===== config.mk =====
export PLATFORM = sky130hd
export DESIGN_NAME = yuyv_rgb24_colorspace_convert_core
export DESIGN_NICKNAME = d
export VERILOG_FILES = /design/src/sv/yrcc_pkg.sv /design/src/sv/yuyv_rgb24_colorspace_convert_core.sv
export SDC_FILE = /design/constraint.sdc
export NUM_CORES = 2
export LEC_CHECK = 0
export BUFFER_PORTS_ARGS = -buffer_cell sky130_fd_sc_hd__buf_2
export CAP_MARGIN = 10
export CORE_ASPECT_RATIO = 0.5
export CORE_MARGIN = 4
export CORE_UTILIZATION = 32
export CTS_CLUSTER_SIZE = 10
export DETAILED_ROUTE_END_ITERATION = 6
export PLACE_DENSITY = 0.55
export SYNTH_ARGS = -nofsm -noshare
export SYNTH_HDL_FRONTEND = slang
export SYNTH_SLANG_ARGS = --single-unit

===== constraint.sdc =====
create_clock -name clk -period 38.3 [get_ports clk]
set_clock_uncertainty 0.1 [all_clocks]
set_input_delay 3.83 -clock clk [delete_from_list [all_inputs] [get_ports clk]]
set_output_delay 3.83 -clock clk [all_outputs]
set_load 0.03 [all_outputs]

===== src/sv/yrcc_pkg.sv =====
// ----------------------------------------------------------------------------
// yrcc_pkg: shared constants for the YUYV / RGB24 color space converter
// Fixed-point coefficient helper, register map and defaults.
// ----------------------------------------------------------------------------
package yrcc_pkg;

  // default number of fraction bits in the coefficients
  localparam int COEF_FRAC_DEF = 16;

  // register byte addresses
  localparam logic [2:0] REG_DIRECTION = 3'd0;

  // direction codes
  localparam logic MODE_YUYV_TO_RGB = 1'b0;
  localparam logic MODE_RGB_TO_YUYV = 1'b1;

  localparam longint MICRO = 64'sd1000000;
  localparam longint HALF_MICRO = 64'sd500000;

  // coefficient given in millionths, rounded half up to frac fraction bits
  function automatic longint coef(input longint micro, input int frac);
    return ((micro <<< frac) + HALF_MICRO) / MICRO;
  endfunction

endpackage


===== src/sv/yuyv_rgb24_colorspace_convert_core.sv =====
// ----------------------------------------------------------------------------
// yuyv_rgb24_colorspace_convert_core: BT.601 pixel-pair converter
// Converts YUYV quads to RGB24 pixel pairs or back, direction set by register.
// ----------------------------------------------------------------------------
// Usage:
//   One pixel pair per request on the s_axis stream, one result per request on
//   the m_axis stream, in order. Mode 0 takes Y0 U Y1 V in bytes 0..3 and
//   returns R0 G0 B0 R1 G1 B1; mode 1 takes R0 G0 B0 R1 G1 B1 and returns
//   Y0 U Y1 V 0 0 with U and V averaged over the pair.
//   The direction register sits at APB address 0 (bit 0); write it only when
//   the stream is drained.
//   From input accept to output valid there are four register stages (input
//   register, multiplier stage, sum stage, clip/output register), the first
//   loaded at the accepting edge. Throughput is one pixel pair per clock while
//   m_axis is not stalled; the multiplier stage sets the cycle time.
//   A stall on m_axis freezes the whole pipeline and drops s_axis_tready in
//   the same cycle; nothing is lost or repeated. Bubbles are not squeezed out.
//   Reset clears all valid flags and sets the direction to YUYV to RGB.
// ----------------------------------------------------------------------------
module yuyv_rgb24_colorspace_convert_core #(
  parameter int COEF_FRAC = yrcc_pkg::COEF_FRAC_DEF
) (
  input  logic        clk,
  input  logic        rst,
  // stream in
  input  logic        s_axis_tvalid,
  output logic        s_axis_tready,
  input  logic [47:0] s_axis_tdata,   // in_byte0 .. in_byte5, 8 bits each, low first
  // stream out
  output logic        m_axis_tvalid,
  input  logic        m_axis_tready,
  output logic [47:0] m_axis_tdata,   // out_byte0 .. out_byte5, 8 bits each, low first
  // APB register port
  input  logic        psel,
  input  logic        penable,
  input  logic        pwrite,
  input  logic [2:0]  paddr,
  input  logic [31:0] pwdata,
  output logic [31:0] prdata,
  output logic        pready
);

  localparam int CW = COEF_FRAC + 2;   // signed coefficient, all below 2.0
  localparam int PW = CW + 9;          // coefficient times centered byte
  localparam int SW = COEF_FRAC + 12;  // sums, chroma pair total included

  localparam logic signed [CW-1:0] K_RV = CW'(yrcc_pkg::coef(64'sd1402000, COEF_FRAC));
  localparam logic signed [CW-1:0] K_GU = CW'(yrcc_pkg::coef(64'sd344140, COEF_FRAC));
  localparam logic signed [CW-1:0] K_GV = CW'(yrcc_pkg::coef(64'sd714140, COEF_FRAC));
  localparam logic signed [CW-1:0] K_BU = CW'(yrcc_pkg::coef(64'sd1772000, COEF_FRAC));
  localparam logic signed [CW-1:0] K_YR = CW'(yrcc_pkg::coef(64'sd299000, COEF_FRAC));
  localparam logic signed [CW-1:0] K_YG = CW'(yrcc_pkg::coef(64'sd587000, COEF_FRAC));
  localparam logic signed [CW-1:0] K_YB = CW'(yrcc_pkg::coef(64'sd114000, COEF_FRAC));
  localparam logic signed [CW-1:0] K_UR = CW'(yrcc_pkg::coef(64'sd147000, COEF_FRAC));
  localparam logic signed [CW-1:0] K_UG = CW'(yrcc_pkg::coef(64'sd289000, COEF_FRAC));
  localparam logic signed [CW-1:0] K_UB = CW'(yrcc_pkg::coef(64'sd436000, COEF_FRAC));
  localparam logic signed [CW-1:0] K_VR = CW'(yrcc_pkg::coef(64'sd615000, COEF_FRAC));
  localparam logic signed [CW-1:0] K_VG = CW'(yrcc_pkg::coef(64'sd515000, COEF_FRAC));
  localparam logic signed [CW-1:0] K_VB = CW'(yrcc_pkg::coef(64'sd100000, COEF_FRAC));

  // +128 offset in sum units
  localparam logic signed [SW-1:0] OFS = SW'(64'sd128 <<< COEF_FRAC);

  // negative gives 0, else truncate and saturate at 255
  function automatic logic [7:0] clip_sum(input logic signed [SW-1:0] s);
    if (s[SW-1]) begin
      return 8'd0;
    end else if (|s[SW-2:COEF_FRAC+8]) begin
      return 8'hFF;
    end else begin
      return s[COEF_FRAC+7:COEF_FRAC];
    end
  endfunction

  // ---------------- configuration ----------------
  logic mode;
  logic cfg_wr;

  assign pready = 1'b1;
  assign cfg_wr = psel & penable & pwrite & pready;

  always_ff @(posedge clk) begin
    if (rst) begin
      mode <= yrcc_pkg::MODE_YUYV_TO_RGB;
    end else if (cfg_wr && paddr[2] == yrcc_pkg::REG_DIRECTION[2]) begin
      mode <= pwdata[0];
    end
  end

  always_comb begin
    prdata = '0;
    if (paddr[2] == yrcc_pkg::REG_DIRECTION[2]) begin
      prdata[0] = mode;
    end
  end

  // ---------------- pipeline control ----------------
  logic advance;
  logic v1, v2, v3;

  assign advance       = ~m_axis_tvalid | m_axis_tready;
  assign s_axis_tready = advance;

  always_ff @(posedge clk) begin
    if (rst) begin
      v1            <= 1'b0;
      v2            <= 1'b0;
      v3            <= 1'b0;
      m_axis_tvalid <= 1'b0;
    end else if (advance) begin
      v1            <= s_axis_tvalid;
      v2            <= v1;
      v3            <= v2;
      m_axis_tvalid <= v3;
    end
  end

  // ---------------- stage 1: input register ----------------
  logic [7:0] s1_byte [6];
  logic       s1_mode;

  always_ff @(posedge clk) begin
    if (advance) begin
      for (int i = 0; i < 6; i++) begin
        s1_byte[i] <= s_axis_tdata[8*i +: 8];
      end
      s1_mode <= mode;
    end
  end

  // ---------------- stage 2: products ----------------
  logic signed [8:0] d [6];

  always_comb begin
    for (int i = 0; i < 6; i++) begin
      d[i] = $signed({1'b0, s1_byte[i]}) - 9'sd128;
    end
  end

  logic signed [PW-1:0] p_rv, p_gu, p_gv, p_bu;
  logic signed [PW-1:0] p_y [2][3];
  logic signed [PW-1:0] p_u [2][3];
  logic signed [PW-1:0] p_v [2][3];
  logic [7:0]           s2_y0, s2_y1;
  logic                 s2_mode;

  always_ff @(posedge clk) begin
    if (advance) begin
      p_rv <= PW'(K_RV) * PW'(d[3]);
      p_gu <= PW'(K_GU) * PW'(d[1]);
      p_gv <= PW'(K_GV) * PW'(d[3]);
      p_bu <= PW'(K_BU) * PW'(d[1]);
      for (int p = 0; p < 2; p++) begin
        p_y[p][0] <= PW'(K_YR) * PW'(d[3*p]);
        p_y[p][1] <= PW'(K_YG) * PW'(d[3*p+1]);
        p_y[p][2] <= PW'(K_YB) * PW'(d[3*p+2]);
        p_u[p][0] <= PW'(K_UR) * PW'(d[3*p]);
        p_u[p][1] <= PW'(K_UG) * PW'(d[3*p+1]);
        p_u[p][2] <= PW'(K_UB) * PW'(d[3*p+2]);
        p_v[p][0] <= PW'(K_VR) * PW'(d[3*p]);
        p_v[p][1] <= PW'(K_VG) * PW'(d[3*p+1]);
        p_v[p][2] <= PW'(K_VB) * PW'(d[3*p+2]);
      end
      s2_y0   <= s1_byte[0];
      s2_y1   <= s1_byte[2];
      s2_mode <= s1_mode;
    end
  end

  // ---------------- stage 3: per-pixel sums ----------------
  logic signed [SW-1:0] y0e, y1e;
  logic signed [SW-1:0] sum_next [6];
  logic signed [SW-1:0] s3_sum [6];
  logic                 s3_mode;

  assign y0e = $signed(SW'({s2_y0, {COEF_FRAC{1'b0}}}));
  assign y1e = $signed(SW'({s2_y1, {COEF_FRAC{1'b0}}}));

  always_comb begin
    if (s2_mode == yrcc_pkg::MODE_YUYV_TO_RGB) begin
      sum_next[0] = y0e + SW'(p_rv);
      sum_next[1] = y0e - SW'(p_gu) - SW'(p_gv);
      sum_next[2] = y0e + SW'(p_bu);
      sum_next[3] = y1e + SW'(p_rv);
      sum_next[4] = y1e - SW'(p_gu) - SW'(p_gv);
      sum_next[5] = y1e + SW'(p_bu);
    end else begin
      // luma0, u0, luma1, v0, u1, v1; chroma pairs are added in stage 4
      sum_next[0] = SW'(p_y[0][0]) + SW'(p_y[0][1]) + SW'(p_y[0][2]) + OFS;
      sum_next[1] = SW'(p_u[0][2]) - SW'(p_u[0][0]) - SW'(p_u[0][1]) + OFS;
      sum_next[2] = SW'(p_y[1][0]) + SW'(p_y[1][1]) + SW'(p_y[1][2]) + OFS;
      sum_next[3] = SW'(p_v[0][0]) - SW'(p_v[0][1]) - SW'(p_v[0][2]) + OFS;
      sum_next[4] = SW'(p_u[1][2]) - SW'(p_u[1][0]) - SW'(p_u[1][1]) + OFS;
      sum_next[5] = SW'(p_v[1][0]) - SW'(p_v[1][1]) - SW'(p_v[1][2]) + OFS;
    end
  end

  always_ff @(posedge clk) begin
    if (advance) begin
      for (int i = 0; i < 6; i++) begin
        s3_sum[i] <= sum_next[i];
      end
      s3_mode <= s2_mode;
    end
  end

  // ---------------- stage 4: clip and output register ----------------
  logic signed [SW-1:0] cu_sum, cv_sum;
  logic [47:0]          out_next;
  logic                 out_mode;

  assign cu_sum = s3_sum[1] + s3_sum[4];
  assign cv_sum = s3_sum[3] + s3_sum[5];

  always_comb begin
    if (s3_mode == yrcc_pkg::MODE_YUYV_TO_RGB) begin
      for (int i = 0; i < 6; i++) begin
        out_next[8*i +: 8] = clip_sum(s3_sum[i]);
      end
    end else begin
      // pair average: one extra bit of shift
      out_next[7:0]   = clip_sum(s3_sum[0]);
      out_next[15:8]  = clip_sum(cu_sum >>> 1);
      out_next[23:16] = clip_sum(s3_sum[2]);
      out_next[31:24] = clip_sum(cv_sum >>> 1);
      out_next[47:32] = 16'd0;
    end
  end

  always_ff @(posedge clk) begin
    if (advance) begin
      m_axis_tdata <= out_next;
      out_mode     <= s3_mode;
    end
  end

  // ---------------- assertions ----------------
  a_accept_enters : assert property (@(posedge clk) disable iff (rst)
    s_axis_tvalid && s_axis_tready |=> v1)
    else $error("accepted request did not enter stage 1");

  a_stall_blocks_input : assert property (@(posedge clk) disable iff (rst)
    m_axis_tvalid && !m_axis_tready |-> !s_axis_tready)
    else $error("input accepted while output stalled");

  a_stage3_drains : assert property (@(posedge clk) disable iff (rst)
    v3 && advance |=> m_axis_tvalid)
    else $error("stage 3 request lost on its way to the output");

  a_rgb_to_yuyv_pad : assert property (@(posedge clk) disable iff (rst)
    m_axis_tvalid && out_mode == yrcc_pkg::MODE_RGB_TO_YUYV |-> m_axis_tdata[47:32] == 16'd0)
    else $error("unused output bytes not zero in RGB to YUYV mode");

endmodule

* After elaboration in Yosys (flattened, before gate mapping)
Memory sizes are Yosys's and may differ from the RTL's.
Cells that the tools add are included.
** Word-level totals
- Register bits :: 174
- Memory bits (writable) :: 690
- Input port bits :: 90
- Output and inout port bits :: 83
- Logic and storage cells :: 113
- Memories :: 5
** Operators by class
- Add/subtract/negate cells :: 34
- Multiply operators :: 22
- Mux-type cells :: 19
- Bitwise operators :: 5
- Reductions and logical operators :: 11
** Memory list
- s3_sum :: words 6, width 28, rd ports 6, clocked after Yosys merged registers in 0, write ports 6, RTL line yuyv_rgb24_colorspace_convert_core.sv:173 : logic signed [SW-1:0] s3_sum [6];
- p_v :: words 2, width 80, rd ports 2, clocked after Yosys merged registers in 0, write ports 2, RTL line yuyv_rgb24_colorspace_convert_core.sv:143 : logic signed [PW-1:0] p_v [2][3];
- p_y :: words 2, width 80, rd ports 2, clocked after Yosys merged registers in 0, write ports 2, RTL line yuyv_rgb24_colorspace_convert_core.sv:141 : logic signed [PW-1:0] p_y [2][3];
- p_u :: words 2, width 77, rd ports 2, clocked after Yosys merged registers in 0, write ports 2, RTL line yuyv_rgb24_colorspace_convert_core.sv:142 : logic signed [PW-1:0] p_u [2][3];
- s1_byte :: words 6, width 8, rd ports 6, clocked after Yosys merged registers in 0, write ports 6, RTL line yuyv_rgb24_colorspace_convert_core.sv:119 : logic [7:0] s1_byte [6];
** Operators with widths (count)
- $add A28 B25 Y28 const B :: 6
- $mux W168 :: 1
- $mul A14 B9 Y23 const A :: 6
- $mul A17 B9 Y26 const A :: 5
- $mul A16 B9 Y25 const A :: 5
- $add A25 B27 Y28 :: 4
- $mux W8 :: 14
- $sub A27 B27 Y28 :: 4
- $sub A28 B27 Y28 :: 4
- $mul A15 B9 Y24 const A :: 3
- $add A27 B27 Y28 :: 2
- $add A28 B27 Y28 :: 2
- $add A28 B28 Y28 :: 2
- $sub A26 B26 Y27 :: 2
- $sub A8 B8 Y9 const B :: 6
- $sub A25 B25 Y26 :: 2
- $mul A13 B9 Y22 const A :: 2
- $mux W32 :: 1
- $mul A18 B9 Y27 const A :: 1
- $reduce_or A3 Y1 :: 8
- $reduce_or A2 Y1 :: 2
- $mux W1 :: 3
- $and A1 B1 Y1 :: 2
- $not A1 Y1 :: 2
- other kinds (2) :: 2

* Longest topological paths before layout
An unclocked memory read counts as a cell.
- Depth after elaboration :: 6
- Depth in mapped cells :: 22
- Depth with buffers taken out :: 22

* Least setup slack after synthesis
OpenSTA, ideal clock, no wires.
- Kind :: input port to output port
- From :: input m_axis_tready
- To :: output s_axis_tready
- Arrival time :: 24050 ps
- Data required time :: 34370 ps
- Setup slack :: 10320 ps
- Stages on the path :: 2
- Path buffers :: 1
- Cell sequence :: nand2b_1 -> clkbuf_1
** On the way
- Word-level cells in the longest chain between the ends :: 1
** Ends and longest elaborated chain
- from (decl) :: RTL line yuyv_rgb24_colorspace_convert_core.sv:31 : input logic m_axis_tready,
- $or A1 B1 Y1 :: RTL line yuyv_rgb24_colorspace_convert_core.sv:101 : assign advance = ~m_axis_tvalid | m_axis_tready;
- to (decl) :: RTL line yuyv_rgb24_colorspace_convert_core.sv:27 : output logic s_axis_tready,
No other way between the ends.

* Worst setup path in the final report
Ends and elaborated chain as after synthesis.

==> impl_metrics.ini <==
[yosys]
synth.largest_area_cell = ha_1
yosysUniqueCellTypes = 85
synth_area_leaders = ha_1 27%, edfxtp_1 27%, fa_1 17%
synth-edff-count = 732
syn_inst = 7556
post-synth-top-count-cell = ha_1
yosys-top-cells-count = 1,763 x ha_1, 1,310 x inv_1, 732 x edfxtp_1
syn_area_sq_um = 82200
async_flop_share = 0
ys_seq_area_frac = 0.269
synthFlopType = edfxtp_1
yosysWarnings = 0
yosys_register_bits = 737
syn_avg_cell_area_sq_um = 10.9
yosysTopAreaCellShare = 0.268

[worst_hold_path]
holdCritStartpoint = s1_mode$_DFFE_PP_
min_to = s2_mode$_DFFE_PP_
whs_path_depth = 0
hold_class = register to register

[clocking]
clock-sinks = 737
cts_resized = 0
clk_path_buf_depth = 3
path_clk_slew_ns = 0.06
cts_root_buffer = clkbuf_16
cts_buffers = 93
h-tree-depth = 3
post_cts_buffers = 0
cts_hold_buf = 0
clock_latency_ns = 0.73
cts_tree = done

[sta]
min_period_ns = 8.72
finalHoldViolations = 0
tns_ns = 0
worst_pin_slew_ns = 0.936
slew_headroom = 0.368
rsz0062_at_grt = no
hold-worst-slack_ns = 0.330
fin_crit_sh = 0.228
drv_slew = 0
setup_viol = 0
clock.fmax_mhz = 115

[critical_path]
crit_required_ns = 34.37
crit_top_cell = buf_2
critPathKind = input port to output port
r2r_end = p_v[0][52]$_DFFE_PP_
path_cells = buf_2 > nand2b_4 > buf_2
crit_slowest_cell = nand2b_4
endpoint_kind = output port
r2r_slack_ns = 31.39
cp.arrival_ns = 4.79
slowest_delay_ns = 0.49
crit_fanout = 29
cp-start-kind = input port
r2r_start = s1_byte[1][7]$_DFFE_PP_
reg2reg_depth = 21

[global_routing]
grt_pass1_wl_um = 342000
antenna_found_initial = 12
globalRouteOverflowTotal = 0
grt_pass1_vias = 55602
grtUsageTotal = 0.169
grt_max_degree = 76

[die]
die_y_um = 366
die-area_sq_um = 266000
rows = 131
die_w_um = 725
initial_core_util = 0.322
core_sq_um = 255000
design.portCount = 173

[routing]
via_per_inst = 4.86
wirelength_um = 225000
avgRoutedWirePerCell_um = 20.1
drc = 0
drt_iter0_drc = 3283
drtPass1Iterations = 6
ant_nets = 0
dr_total_vias = 54425

[place]
place_congestion = 0.908
hpwl_um = 186000
dpl_cell_area_sq_um = 87100
io_buffers = 107

[layout]
drive_above_1_share = 0.0501
fill_cells = 25531
post-route-cell-area_sq_um = 90000
multiInputGateArea_sq_um = 54900
final_nets = 10318
syn_to_final_growth_pct = 9.39
seq_area_sq_um = 22100

[outcome]
status = complete, no violations

[flow_run]
cap_viol_max_count = 0
[cells by family (layout without fill, tap and decap cells)]
kind of cell    count (synthesis)  count (layout)  synth area share
compound gates               1285            1285             0.102
buf+inv                      1393            1624            0.0650
flops                         737             737             0.269
simple gates                 1110            1110            0.0642
mux                            45              45           0.00581
xor+xnor                      521             521            0.0555
other cells                     2              34         0.0000913
fa+ha+maj                    2463            2463             0.439
[registers in the layout, indices dropped and copies added (netlist names)]
name,count
m_axis_tdata,48
m_axis_tvalid,1
mode,1
p_bu,26
p_gu,22
p_gv,18
p_rv,27
p_u,124
p_v,129
p_y,137
s1_byte,48
s1_mode,1
s2_mode,1
s2_y0,8
s2_y1,8
s3_mode,1
s3_sum,134
v1,1
v2,1
v3,1
[layer usage]
layer | up-vias | track usage | part of all wire
li1 | 26462 | - | -
met1 | 26563 | 0.230 | 0.46
met2 | 1094 | 0.275 | 0.45
met3 | 298 | 0.0224 | 0.046
met4 | 8 | 0.0588 | 0.040
met5 | - | 0 | 0.00024
[critical path: cells and delay by family]
family | cells | cell delay [ns]
buffers and inverters | 2 | 0.40
AND/OR/NAND/NOR | 1 | 0.49
[worst max path at each step]
stage	start	to	slack, ns	depth (start not counted)
CTS	m_axis_tready	s_axis_tready	29.53	3
global route	m_axis_tready	s_axis_tready	29.51	3
global placement	m_axis_tready	s_axis_tready	29.53	3
finish	m_axis_tready	s_axis_tready	29.58	3
floorplan	m_axis_tready	s_axis_tready	10.32	2
detailed placement	m_axis_tready	s1_byte[5][1]$_DFFE_PP_	29.53	7
[through the flow]
step / setup WS [ns] / std cells / utilization
after floorplan: 10.32 / 7586 / -
after global placement: 29.53 / 11061 / 0.341
after detailed placement: 29.53 / 11061 / 0.341
after CTS: 29.53 / 11208 / 0.352
after global routing: 29.51 / 11208 / 0.352
final: 29.58 / 11210 / 0.352
[cells in the final DEF (no fill, tap or decap), types with 17 or more instances in the layout]
| master | Yosys | routed |
|---|---|---|
| buf_2 | 0 | 107 |
| xnor2_1 | 388 | 388 |
| a21boi_0 | 19 | 19 |
| a211o_1 | 19 | 19 |
| o21bai_1 | 95 | 95 |
| xor2_1 | 133 | 133 |
| a31oi_1 | 35 | 35 |
| o21ai_0 | 233 | 233 |
| and3_1 | 46 | 46 |
| nor2_1 | 366 | 366 |
| fa_1 | 700 | 700 |
| nor2b_1 | 74 | 74 |
| nand2_1 | 218 | 218 |
| or2_2 | 45 | 45 |
| a31o_2 | 20 | 20 |
| nor3_1 | 106 | 106 |
| a211oi_1 | 42 | 42 |
| clkbuf_1 | 39 | 20 |
| or3_1 | 47 | 47 |
| a21oi_1 | 397 | 397 |
| o211ai_1 | 26 | 26 |
| mux2_2 | 22 | 22 |
| nand2b_1 | 44 | 43 |
| o21a_1 | 70 | 70 |
| o31ai_1 | 22 | 22 |
| nand3_1 | 97 | 97 |
| nand4_1 | 18 | 18 |
| edfxtp_1 | 732 | 732 |
| a41o_1 | 17 | 17 |
| mux2i_1 | 23 | 23 |
| clkbuf_16 | 0 | 93 |
| o41ai_1 | 18 | 18 |
| inv_1 | 1310 | 1310 |
| ha_1 | 1763 | 1763 |
| buf_4 | 32 | 55 |
| conb_1 | 2 | 32 |
| a21o_1 | 165 | 165 |
[cell type report]
class                           count  area share
Multi-Input combinational cell   5456       0.611
Sequential cell                   737       0.245
Inverter                         1315      0.0549
Tap cell                         3391      0.0472
Clock buffer                      113      0.0267
Timing Repair Buffer              162      0.0105
Clock inverter                     34     0.00463
Antenna cell                        2   0.0000556
Power is not shown: default switching activity piles up to over one toggle a cycle in this logic, so the estimate is an artifact.
